===== src/design/mcts_pkg.sv =====
// Package for the music command tone sequencer.
// Holds command and articulation codes, state encoding, widths and the pitch table.
// No dependencies.
package mcts_pkg;

    typedef enum logic [2:0] {
        OP_NOTE   = 3'd0,
        OP_PAUSE  = 3'd1,
        OP_TEMPO  = 3'd2,
        OP_LENGTH = 3'd3,
        OP_OCTAVE = 3'd4,
        OP_ARTIC  = 3'd5
    } op_t;

    typedef enum logic [1:0] {
        ART_NORMAL   = 2'd0,
        ART_LEGATO   = 2'd1,
        ART_STACCATO = 2'd2
    } art_t;

    typedef enum logic [6:0] {
        S_IDLE      = 7'b0000001,
        S_DIV1_GO   = 7'b0000010,
        S_DIV1_WAIT = 7'b0000100,
        S_EMIT1     = 7'b0001000,
        S_DIV2_GO   = 7'b0010000,
        S_DIV2_WAIT = 7'b0100000,
        S_EMIT2     = 7'b1000000
    } state_t;

    localparam int DIV_DW   = 30;   // dividend / quotient width
    localparam int DIV_VW   = 26;   // divisor width
    localparam int DIV_CW   = 5;    // iteration counter width
    localparam int FREQ_W   = 19;
    localparam int DUR_W    = 22;
    localparam int TOTAL_W  = 40;
    localparam int LEN_W    = 15;
    localparam int TEMPO_W  = 8;
    localparam int PROD_W   = LEN_W + TEMPO_W;
    localparam int NUM_W    = 27;

    localparam logic [NUM_W-1:0]   NUM_PLAIN  = 27'd60000000;
    localparam logic [NUM_W-1:0]   NUM_DOTTED = 27'd90000000;
    localparam logic [TEMPO_W-1:0] TEMPO_MIN  = 8'd32;
    localparam logic [TEMPO_W-1:0] TEMPO_MAX  = 8'd255;
    localparam logic [TEMPO_W-1:0] TEMPO_RST  = 8'd120;
    localparam logic [LEN_W-1:0]   LENGTH_RST = 15'd4;
    localparam logic [2:0]         OCTAVE_MAX = 3'd6;

    // dividend multipliers over a divisor of 8*length*tempo
    localparam logic [3:0] K_WHOLE     = 4'd8;
    localparam logic [3:0] K_NORM_TONE = 4'd7;
    localparam logic [3:0] K_STAC_TONE = 4'd6;
    localparam logic [1:0] K_NORM_REST = 2'd1;
    localparam logic [1:0] K_STAC_REST = 2'd2;

    // centihertz at octave 3; sharp wins over flat; letter 7 is silence
    function automatic logic [15:0] pitch_base(input logic [2:0] letter,
                                               input logic [1:0] acc);
        logic [15:0] nat;
        logic [15:0] shp;
        logic [15:0] flt;
        nat = 16'd0;
        shp = 16'd0;
        flt = 16'd0;
        unique case (letter)
            3'd0: begin nat = 16'd44000; shp = 16'd46616; flt = 16'd41530; end
            3'd1: begin nat = 16'd49388; shp = 16'd26163; flt = 16'd46616; end
            3'd2: begin nat = 16'd26163; shp = 16'd27718; flt = 16'd49388; end
            3'd3: begin nat = 16'd29366; shp = 16'd31113; flt = 16'd27718; end
            3'd4: begin nat = 16'd32963; shp = 16'd34923; flt = 16'd31113; end
            3'd5: begin nat = 16'd34923; shp = 16'd36999; flt = 16'd32963; end
            3'd6: begin nat = 16'd39200; shp = 16'd41530; flt = 16'd36999; end
            default: begin nat = 16'd0; shp = 16'd0; flt = 16'd0; end
        endcase
        if (acc[0])
            return shp;
        else if (acc[1])
            return flt;
        else
            return nat;
    endfunction

endpackage


===== src/design/mcts_div.sv =====
// Restoring serial divider, one quotient bit per cycle.
// Depends on mcts_pkg for widths.
module mcts_div (
    input  logic                         clk,
    input  logic                         rst_n,
    input  logic                         start,
    input  logic [mcts_pkg::DIV_DW-1:0]  dividend,
    input  logic [mcts_pkg::DIV_VW-1:0]  divisor,
    output logic                         done,
    output logic [mcts_pkg::DIV_DW-1:0]  quotient
);
    import mcts_pkg::*;

    logic                busy_reg, busy_next;
    logic                done_reg, done_next;
    logic [DIV_CW-1:0]   cnt_reg, cnt_next;
    logic [DIV_VW-1:0]   rem_reg, rem_next;
    logic [DIV_DW-1:0]   quo_reg, quo_next;
    logic [DIV_VW-1:0]   dvs_reg, dvs_next;
    logic [DIV_VW:0]     shifted;
    logic [DIV_VW:0]     diff;

    assign shifted = {rem_reg, quo_reg[DIV_DW-1]};
    assign diff    = shifted - {1'b0, dvs_reg};

    always_comb
    begin
        busy_next = busy_reg;
        done_next = 1'b0;
        cnt_next  = cnt_reg;
        rem_next  = rem_reg;
        quo_next  = quo_reg;
        dvs_next  = dvs_reg;
        if (start)
        begin
            busy_next = 1'b1;
            cnt_next  = '0;
            rem_next  = '0;
            quo_next  = dividend;
            dvs_next  = divisor;
        end
        else if (busy_reg)
        begin
            if (!diff[DIV_VW])
            begin
                rem_next = diff[DIV_VW-1:0];
                quo_next = {quo_reg[DIV_DW-2:0], 1'b1};
            end
            else
            begin
                rem_next = shifted[DIV_VW-1:0];
                quo_next = {quo_reg[DIV_DW-2:0], 1'b0};
            end
            cnt_next = cnt_reg + 1'b1;
            if (cnt_reg == DIV_CW'(DIV_DW - 1))
            begin
                busy_next = 1'b0;
                done_next = 1'b1;
            end
        end
    end

    always_ff @(posedge clk or negedge rst_n)
    begin
        if (!rst_n)
        begin
            busy_reg <= 1'b0;
            done_reg <= 1'b0;
            cnt_reg  <= '0;
        end
        else
        begin
            busy_reg <= busy_next;
            done_reg <= done_next;
            cnt_reg  <= cnt_next;
        end
    end

    always_ff @(posedge clk)
    begin
        rem_reg <= rem_next;
        quo_reg <= quo_next;
        dvs_reg <= dvs_next;
    end

    assign done     = done_reg;
    assign quotient = quo_reg;

endmodule


===== src/design/music_command_tone_sequencer.sv =====
// Music command tone sequencer: turns parsed music commands into tone beats.
// Depends on mcts_pkg and mcts_div.
//
// Usage:
//   Command channel (cmd_valid / cmd_stall): one command per beat. Setting
//   commands (tempo, length, octave, articulation) take effect in the cycle
//   they are taken and produce no output. Notes and pauses hold cmd_stall
//   high until all their tone beats have been loaded into the output register.
//   Tone channel (tone_valid / tone_stall): each beat carries frequency
//   (0 = silence), duration, running total and a last flag. A note makes two
//   beats (tone then silence) except under legato; a pause makes one.
//   Timing: every beat needs one pass of the serial divider; the sequencer
//   starts the divider, waits for its done strobe and then loads the beat
//   into the output register once that register is free. A finished beat
//   waits in the output register while tone_stall is high; the next command
//   may be taken meanwhile.
//   Reset: octave 0, length 4, tempo 120, normal articulation, total 0,
//   no beat pending. Stalls only delay; nothing is dropped or repeated.
module music_command_tone_sequencer (
    input  logic                           clk,
    input  logic                           rst_n,
    input  logic                           cmd_valid,
    output logic                           cmd_stall,
    input  logic [2:0]                     operation,
    input  logic [2:0]                     note_letter,
    input  logic [1:0]                     accidental,
    input  logic                           dotted,
    input  logic signed [15:0]             amount,
    input  logic [1:0]                     articulation_mode,
    output logic                           tone_valid,
    input  logic                           tone_stall,
    output logic [mcts_pkg::FREQ_W-1:0]    frequency_centihertz,
    output logic [mcts_pkg::DUR_W-1:0]     duration_us,
    output logic [mcts_pkg::TOTAL_W-1:0]   total_us,
    output logic                           last
);
    import mcts_pkg::*;

    state_t               state_reg, state_next;
    logic [2:0]           octave_reg, octave_next;
    logic [LEN_W-1:0]     length_reg, length_next;
    logic [TEMPO_W-1:0]   tempo_reg, tempo_next;
    art_t                 art_reg, art_next;
    logic [TOTAL_W-1:0]   total_reg, total_next;
    logic                 tone_valid_reg, tone_valid_next;

    logic [PROD_W-1:0]    d_reg, d_next;
    logic [NUM_W-1:0]     num_reg, num_next;
    logic [FREQ_W-1:0]    freq_reg, freq_next;
    logic                 two_reg, two_next;
    logic [3:0]           k1_reg, k1_next;
    logic [1:0]           k2_reg, k2_next;
    logic [FREQ_W-1:0]    ofreq_reg, ofreq_next;
    logic [DUR_W-1:0]     odur_reg, odur_next;
    logic                 olast_reg, olast_next;

    logic                 cmd_take;
    logic                 out_free;
    logic                 load;
    logic [FREQ_W-1:0]    load_freq;
    logic                 load_last;
    logic [LEN_W-1:0]     pause_len;
    logic [LEN_W-1:0]     mul_a;
    logic [21:0]          pitch_shift;
    logic [3:0]           k_sel;
    logic                 div_start;
    logic [DIV_DW-1:0]    div_dividend;
    logic [DIV_VW-1:0]    div_divisor;
    logic                 div_done;
    logic [DIV_DW-1:0]    div_quotient;
    logic [TOTAL_W:0]     total_sum;

    assign cmd_stall = (state_reg != S_IDLE);
    assign cmd_take  = cmd_valid && (state_reg == S_IDLE);
    assign out_free  = !tone_valid_reg || !tone_stall;

    assign pause_len   = (amount < 16'sd1) ? LEN_W'(1) : amount[LEN_W-1:0];
    assign mul_a       = (operation == OP_PAUSE) ? pause_len : length_reg;
    assign pitch_shift = 22'(pitch_base(note_letter, accidental)) << octave_reg;

    assign div_start    = (state_reg == S_DIV1_GO) || (state_reg == S_DIV2_GO);
    assign k_sel        = (state_reg == S_DIV1_GO) ? k1_reg : {2'b00, k2_reg};
    assign div_dividend = DIV_DW'(num_reg) * DIV_DW'(k_sel);
    assign div_divisor  = {d_reg, 3'b000};

    mcts_div u_div (
        .clk      (clk),
        .rst_n    (rst_n),
        .start    (div_start),
        .dividend (div_dividend),
        .divisor  (div_divisor),
        .done     (div_done),
        .quotient (div_quotient)
    );

    assign load      = out_free &&
                       ((state_reg == S_EMIT1) || (state_reg == S_EMIT2));
    assign load_freq = (state_reg == S_EMIT1) ? freq_reg : '0;
    assign load_last = (state_reg == S_EMIT2) || !two_reg;
    assign total_sum = {1'b0, total_reg} + (TOTAL_W + 1)'(div_quotient[DUR_W-1:0]);

    always_comb
    begin
        state_next  = state_reg;
        octave_next = octave_reg;
        length_next = length_reg;
        tempo_next  = tempo_reg;
        art_next    = art_reg;
        total_next  = total_reg;
        d_next      = d_reg;
        num_next    = num_reg;
        freq_next   = freq_reg;
        two_next    = two_reg;
        k1_next     = k1_reg;
        k2_next     = k2_reg;

        unique case (state_reg)
            S_IDLE:
            begin
                if (cmd_take)
                begin
                    d_next   = PROD_W'(mul_a) * PROD_W'(tempo_reg);
                    num_next = dotted ? NUM_DOTTED : NUM_PLAIN;
                    unique case (operation)
                        OP_NOTE:
                        begin
                            freq_next  = pitch_shift[21:3];
                            state_next = S_DIV1_GO;
                            unique case (art_reg)
                                ART_LEGATO:
                                begin
                                    two_next = 1'b0;
                                    k1_next  = K_WHOLE;
                                    k2_next  = K_NORM_REST;
                                end
                                ART_STACCATO:
                                begin
                                    two_next = 1'b1;
                                    k1_next  = K_STAC_TONE;
                                    k2_next  = K_STAC_REST;
                                end
                                default:
                                begin
                                    two_next = 1'b1;
                                    k1_next  = K_NORM_TONE;
                                    k2_next  = K_NORM_REST;
                                end
                            endcase
                        end
                        OP_PAUSE:
                        begin
                            freq_next  = '0;
                            two_next   = 1'b0;
                            k1_next    = K_WHOLE;
                            state_next = S_DIV1_GO;
                        end
                        OP_TEMPO:
                        begin
                            if (amount < 16'sd32)
                                tempo_next = TEMPO_MIN;
                            else if (amount > 16'sd255)
                                tempo_next = TEMPO_MAX;
                            else
                                tempo_next = amount[TEMPO_W-1:0];
                        end
                        OP_LENGTH:
                        begin
                            length_next = pause_len;
                        end
                        OP_OCTAVE:
                        begin
                            if (amount < 16'sd0)
                                octave_next = '0;
                            else if (amount > 16'sd6)
                                octave_next = OCTAVE_MAX;
                            else
                                octave_next = amount[2:0];
                        end
                        OP_ARTIC:
                        begin
                            unique case (articulation_mode)
                                ART_NORMAL, ART_LEGATO, ART_STACCATO:
                                    art_next = art_t'(articulation_mode);
                                default:
                                    art_next = art_reg;
                            endcase
                        end
                        default:
                        begin
                            state_next = S_IDLE;
                        end
                    endcase
                end
            end
            S_DIV1_GO:
                state_next = S_DIV1_WAIT;
            S_DIV1_WAIT:
                if (div_done)
                    state_next = S_EMIT1;
            S_EMIT1:
                if (load)
                    state_next = two_reg ? S_DIV2_GO : S_IDLE;
            S_DIV2_GO:
                state_next = S_DIV2_WAIT;
            S_DIV2_WAIT:
                if (div_done)
                    state_next = S_EMIT2;
            S_EMIT2:
                if (load)
                    state_next = S_IDLE;
            default:
                state_next = S_IDLE;
        endcase

        if (load)
            total_next = total_sum[TOTAL_W] ? '1 : total_sum[TOTAL_W-1:0];
    end

    always_comb
    begin
        tone_valid_next = tone_valid_reg;
        ofreq_next      = ofreq_reg;
        odur_next       = odur_reg;
        olast_next      = olast_reg;
        if (load)
        begin
            tone_valid_next = 1'b1;
            ofreq_next      = load_freq;
            odur_next       = div_quotient[DUR_W-1:0];
            olast_next      = load_last;
        end
        else if (!tone_stall)
        begin
            tone_valid_next = 1'b0;
        end
    end

    always_ff @(posedge clk or negedge rst_n)
    begin
        if (!rst_n)
        begin
            state_reg      <= S_IDLE;
            octave_reg     <= '0;
            length_reg     <= LENGTH_RST;
            tempo_reg      <= TEMPO_RST;
            art_reg        <= ART_NORMAL;
            total_reg      <= '0;
            tone_valid_reg <= 1'b0;
        end
        else
        begin
            state_reg      <= state_next;
            octave_reg     <= octave_next;
            length_reg     <= length_next;
            tempo_reg      <= tempo_next;
            art_reg        <= art_next;
            total_reg      <= total_next;
            tone_valid_reg <= tone_valid_next;
        end
    end

    always_ff @(posedge clk)
    begin
        d_reg     <= d_next;
        num_reg   <= num_next;
        freq_reg  <= freq_next;
        two_reg   <= two_next;
        k1_reg    <= k1_next;
        k2_reg    <= k2_next;
        ofreq_reg <= ofreq_next;
        odur_reg  <= odur_next;
        olast_reg <= olast_next;
    end

    assign tone_valid           = tone_valid_reg;
    assign frequency_centihertz = ofreq_reg;
    assign duration_us          = odur_reg;
    assign total_us             = total_reg;
    assign last                 = olast_reg;

    a_total_monotonic: assert property (@(posedge clk) disable iff (!rst_n)
        1'b1 |=> total_reg >= $past(total_reg))
        else $error("running total decreased");

    a_div_done_in_wait: assert property (@(posedge clk) disable iff (!rst_n)
        div_done |-> (state_reg == S_DIV1_WAIT || state_reg == S_DIV2_WAIT))
        else $error("divider finished outside a wait state");

    a_first_beat_busy: assert property (@(posedge clk) disable iff (!rst_n)
        (tone_valid_reg && !olast_reg) |-> cmd_stall)
        else $error("command taken while a note's second beat is owed");

endmodule


===== config.mk =====
export PLATFORM = sky130hd
export DESIGN_NAME = music_command_tone_sequencer
export DESIGN_NICKNAME = d
export VERILOG_FILES = /design/src/design/mcts_pkg.sv /design/src/design/mcts_div.sv /design/src/design/music_command_tone_sequencer.sv
export SDC_FILE = /design/constraint.sdc
export NUM_CORES = 1
export LEC_CHECK = 0
export ABC_CLOCK_PERIOD_IN_PS = 5550
export BUFFER_PORTS_ARGS = -buffer_cell sky130_fd_sc_hd__buf_2
export CORE_UTILIZATION = 30
export CTS_CLUSTER_DIAMETER = 50
export DETAILED_ROUTE_END_ITERATION = 16
export SYNTH_ARGS = -nofsm -noshare
export SYNTH_HDL_FRONTEND = slang
export SYNTH_SLANG_ARGS = --single-unit

===== constraint.sdc =====
create_clock -name clk -period 5.55 [get_ports clk]
set_input_delay 0 -clock clk [delete_from_list [all_inputs] [get_ports clk]]
set_output_delay 0 -clock clk [all_outputs]
set_load 0.005 [all_outputs]

After elaboration in Yosys (flattened, before gate mapping) --
Index checks and enable logic that the tools add are counted.
Word-level totals: register bits after elaboration 280, bits of input ports 31, output and inout port bits 84, word-level logic and storage cells 131
Cells by class: add/sub/neg operators 3, multipliers 2, order comparisons 5, eq/ne operators 31, shift-type cells 1, muxes and demuxes 42, reduce and logical (&&, ||, !) cells 25
Operators with widths (count):
- case mux 16 bit (7 select lines) | 3
- 2-to-1 mux 30 bit | 2
- case mux 7 bit (7 select lines) | 1
- adder 40 x 22 -> 41 bit | 1
- 2-to-1 mux 40 bit | 1
- case mux 19 bit (2 select lines) | 1
- 2-to-1 mux 7 bit | 5
- 2-to-1 mux 16 bit | 2
- multiplier 27 x 4 -> 30 bit | 1
- 2-to-1 mux 15 bit | 2
- 2-to-1 mux 27 bit | 1
- subtractor 27 x 26 -> 27 bit | 1
- 2-to-1 mux 26 bit | 1
- multiplier 15 x 8 -> 23 bit | 1
- left shift 16 x 3 -> 22 bit | 1
- greater-than comparator 16 x 4 -> 1 bit (second input constant) | 1
- greater-than comparator 16 x 9 -> 1 bit (second input constant) | 1
- less-than comparator 16 x 1 -> 1 bit (second input constant) | 1
- less-than comparator 16 x 2 -> 1 bit (second input constant) | 1
- less-than comparator 16 x 7 -> 1 bit (second input constant) | 1
- 2-to-1 mux 8 bit | 2
- case mux 4 bit (2 select lines) | 2
- equality test 3 bit (second input constant) | 5
- 2-to-1 mux 5 bit | 3
- other kinds (35) | 68

Longest topological paths before layout --
word-level depth 6, depth in mapped cells 26, depth with buffers taken out 26

By module --
From an unflattened synthesis, not the netlist that was laid out.
Unflattened totals: cell total of the unflattened synthesis 1932, area, all modules 19064.5 um^2
By module, submodules not included:
- music_command_tone_sequencer | instances 1, cells each 1461, area an instance 14009.7 um^2, sequential area each 4642.0 um^2
- mcts_div | instances 1, cells each 471, area an instance 5054.8 um^2, sequential area each 2377.3 um^2

Least setup slack after synthesis --
No wires, ideal clock.
path kind input-to-reg, start input port amount[3], end register d_reg[22], data pin, library setup time 0.260 ns, data arrival time 5.670 ns, required time 5.290 ns, setup slack -0.379 ns, stages on the path 24, buffers on the path 0, path through or4_1 nor3_1 a21oi_1 nor2b_1 nor2_1 a21oi_1 nand2b_1 fa_1 fa_1 inv_1 fa_1 inv_1 fa_1 inv_1 ha_1 o211ai_1 nand2_1 and4_1 a221oi_1 o21ai_0 o41ai_2 o2111ai_1 a21oi_1 xnor2_1
On the way: cells in the longest elaborated chain, start to end 4
Ends and longest elaborated chain:
- start, declared | line music_command_tone_sequencer.sv:28 | input logic signed [15:0] amount,
- less-than comparator 16 x 2 -> 1 bit | line music_command_tone_sequencer.sv:77 | assign pause_len = (amount < 16'sd1) ? LEN_W'(1) : amount[LEN_W-1:0];
- 2-to-1 mux 15 bit (*) | line music_command_tone_sequencer.sv:77
- 2-to-1 mux 15 bit (*) | line music_command_tone_sequencer.sv:78 | assign mul_a = (operation == OP_PAUSE) ? pause_len : length_reg;
- multiplier 15 x 8 -> 23 bit (*) | line music_command_tone_sequencer.sv:122 | d_next = PROD_W'(mul_a) * PROD_W'(tempo_reg);
- end signal, assigned | line music_command_tone_sequencer.sv:264 | d_reg <= d_next;
- end, declared | line music_command_tone_sequencer.sv:47 | logic [PROD_W-1:0] d_reg, d_next;
Mark *: on every way between the ends. The rest lies on a longest branch, timed or not. A chain may end at the register's enable or synchronous reset.

Worst setup path after layout --
start register tempo_reg[4], end register d_reg[22], data pin
On the way: cells in the longest elaborated chain, start to end 1
Ends and longest elaborated chain:
- start, declared | line music_command_tone_sequencer.sv:42 | logic [TEMPO_W-1:0] tempo_reg, tempo_next;
- start signal, assigned | line music_command_tone_sequencer.sv:255 | tempo_reg <= tempo_next;
- multiplier 15 x 8 -> 23 bit | line music_command_tone_sequencer.sv:122
No other way between the ends.

==> impl_metrics.py <==
metrics = {
    "run_status": {
        "status": "complete, but fails checks",
        "violations": "negative hold slack",
    },
    "placement": {
        "gp_congestion": 0.879,
        "dp_hpwl_mm": 32.0,
        "port_buffers": 114,
    },
    "synthesis": {
        "yosysMostFrequentCell": "inv_1",
        "syn_avg_cell_area_um2": 9.61,
        "synth.largest_area_cell": "edfxtp_1",
        "synth_cells": 1918,
        "syn_nets": 2162,
        "synth_ff_type": "edfxtp_1",
        "synth_edf_count": 144,
        "ys_top_cells_by_area": "edfxtp_1, dfrtp_1, fa_1",
        "synthSimpleGateAreaFrac_pct": 17.3,
        "synth_compound_area_share_pct": 14.8,
        "async_flop_share_pct": 32.8,
        "seq_area_frac_synth_pct": 37.6,
        "ys_types": 84,
        "synth_xor_area_share_pct": 4.18,
        "yosysWarnings": 0,
        "yosysTopAreaCellShare_pct": 23.5,
        "synth_top_family_by_area": "adder cells",
        "syn_area_um2": 18400,
        "synthTopCellsByCount": "inv_1, nor2_1, nand2_1, edfxtp_1, a21oi_1",
        "synth.mux.area_fraction_pct": 2.53,
        "synthAdderAreaFrac_pct": 18.4,
        "synth.ff_latch_count": 253,
    },
    "routing": {
        "wire_per_inst_um": 14.7,
        "drt_first_pass_iters": 6,
        "drc": 0,
        "drtIter0Drc": 833,
        "vias": 14400,
        "postRouteAntennaNets": 0,
        "wl_mm": 43.1,
        "viasPerCell": 4.90,
    },
    "run": {
        "maxCapViolCount": 0,
    },
    "timing": {
        "min_period_ns": 5.36,
        "slew_headroom_pct": 32.7,
        "drv_slew": 0,
        "finalHoldViolCount": 1,
        "setup_viol": 0,
        "skew_ns": 0.0160,
        "fin_crit_sh_pct": 96.6,
        "hold_slack_ns": -0.000974,
        "tightest_slew_ns": 1.01,
        "fmax_ghz": 0.187,
        "rsz0062_at_grt": "true",
    },
    "setup_path": {
        "cp-start-kind": "flip-flop",
        "cp-startpoint": "tempo_reg[4]",
        "path_depth": 16,
        "cp_slowest_cell": "dfstp_4",
        "crit_type": "reg -> reg",
        "path_buf_inv": 2,
        "worstSetupEndpointType": "flip-flop",
        "critPathMaxFanout": 16,
        "r2r_cells": 16,
        "rr_startpoint": "tempo_reg[4]",
        "cp.arrival_ns": 5.62,
        "crit_path_cell_trace": "nand2_1 -> fa_1 -> inv_1 -> fa_1 -> fa_1 -> fa_1 -> ha_4 -> a2111oi_2 -> o21ai_2 -> a221oi_4 -> o21ai_2 -> o41ai_2 -> buf_4 -> o2111ai_1 -> a21oi_1 -> xnor2_1",
        "path_common_cell": "fa_1",
        "crit_path_max_incr_delay_ns": 0.72,
        "critical_path.top_delay_family": "adder cells",
        "worstPathRequired_ns": 5.81,
    },
    "cts": {
        "h-tree-depth": 2,
        "cts_tree": "done",
        "cts_buffers": 35,
        "clkLatencyLatePin_ns": 0.52,
        "clockBufferDepth": 3,
        "cts.sinks": 253,
        "clk_pin_slew_ns": 0.06,
        "root_buffer": "clkbuf_16",
    },
    "grt": {
        "antenna_found_initial": 1,
        "grt_max_degree": 71,
        "grt_pass1_vias": 14500,
        "grt_pass1_wl_mm": 72.2,
        "gr-total-overflow": 0,
        "globalRouteTotalUtil_pct": 13.7,
    },
    "finish": {
        "syn_to_final_growth_pct": 20.4,
        "drive_gt1_share_pct": 16.2,
        "fin_nets": 2369,
        "n_antenna_cell": 0,
        "post-route-util_pct": 36.7,
        "largest_reg_flops": 40,
    },
    "floorplan": {
        "core.rowCount": 90,
        "die_h_um": 250,
        "dieArea_um2": 62400,
        "coreArea_um2": 60500,
        "start_util_pct": 30.5,
        "die_x_um": 250,
        "ios": 115,
    },
    "min_path": {
        "hp-start": "amount[15]",
        "min_path_type": "in -> reg",
        "min_path_cells": 4,
    },
    "pwr": {
        "power_density_nw_per_um2": 680,
        "vdd_drop_max_mv": 0.535,
        "p_leak_uw": 0.00975,
    },
}
-- stage by stage --
stage / power [µW] / area [µm²] / cells / setup TNS (ns) / worst slack, ns
after floorplan: 9830 / 18500 / 1918 / 0 / 0.000903
after global placement: 12300 / 20500 / 2833 / -1.09 / -0.315
after detailed placement: 12500 / 20500 / 2833 / -1.82 / -0.491
after CTS: 15000 / 22000 / 2925 / 0 / 0.0101
after global routing: 16600 / 22200 / 2933 / -0.101 / -0.0806
final: 15100 / 22200 / 2933 / 0 / 0.189
-- logic make-up (layout without fill, tap and decap cells) --
group | Yosys count | after routing
adder cells (fa/ha/maj) | 213 | 213
flip-flops | 253 | 253
XOR/XNOR | 88 | 88
AND/OR/NAND/NOR | 635 | 635
multiplexers | 45 | 45
buffers and inverters | 250 | 483
AO/OA/AOI/OAI | 434 | 434
-- what timing repair did --
action / CTS / global route
buffers inserted: 0 / 8
hold endpoints to repair: 111 / 1
gates cloned: 0 / 1
gates resized for setup: 4 / 27
pin swaps: 1 / 14
setup endpoints to repair: 3 / 7
hold buffers: 29 / 1
-- power by group --
| group | switching [µW] | internal (µW) | leakage (µW) | total, µW |
|---|---|---|---|---|
| combinational | 4900 | 4470 | 0.00656 | 9370 |
| sequential | 496 | 2960 | 0.00262 | 3450 |
| clock | 867 | 1390 | 0.000574 | 2260 |
-- final timing paths --
kind / to / slack (ns)
worst max-delay path: d_reg[22] / 0.19
worst min-delay path: octave_reg[2] / -0.001
worst max register to register: d_reg[22] / 0.19
worst min register to register: u_div.dvs_reg[3] / 0.41
max in group asynchronous: tempo_reg[2] / 4.55
min in group asynchronous: total_us[18] / 0.28
-- layout make-up --
type                       count  area [µm²]
tap                          782         978
timing repair buffer         252        1740
clock buffer                  45        1010
clock inverter                18         190
fill                        5976       38300
inverter                     168         631
multi-input combinational   1415       10700
sequential                   253        6930
-- placed cells by master (no fill, tap or decap), types with 26 or more instances in the layout --
master         instances
dlygate4sd3_1         27
xnor2_1               56
fa_1                  96
buf_2                111
buf_4                108
mux2i_1               32
edfxtp_1             144
inv_1                164
nor2_1               160
dfrtp_1               76
dfxtp_1               26
nand3_1               26
nand2b_1              29
nand2_1              156
nor2b_1               77
clkbuf_16             39
a21oi_1              123
o21ai_0              118
and2_1                66
ha_1                 115
nor3_1                26
xor2_1                31
-- per-layer routing --
layer / global-route usage, % / routed length (µm)
met1: 18.3 / 20200
met5: 0 / 0
met2: 23.0 / 20300
met4: 3.39 / 805
met3: 1.93 / 1730
-- worst min-delay path, delay by kind of cell --
family / cells / cell delay [ns]
AOI/OAI and AO/OA: 1 / 0.07
buffers and inverters: 3 / 0.40
Note: power is estimated with default switching activity, not from simulation.
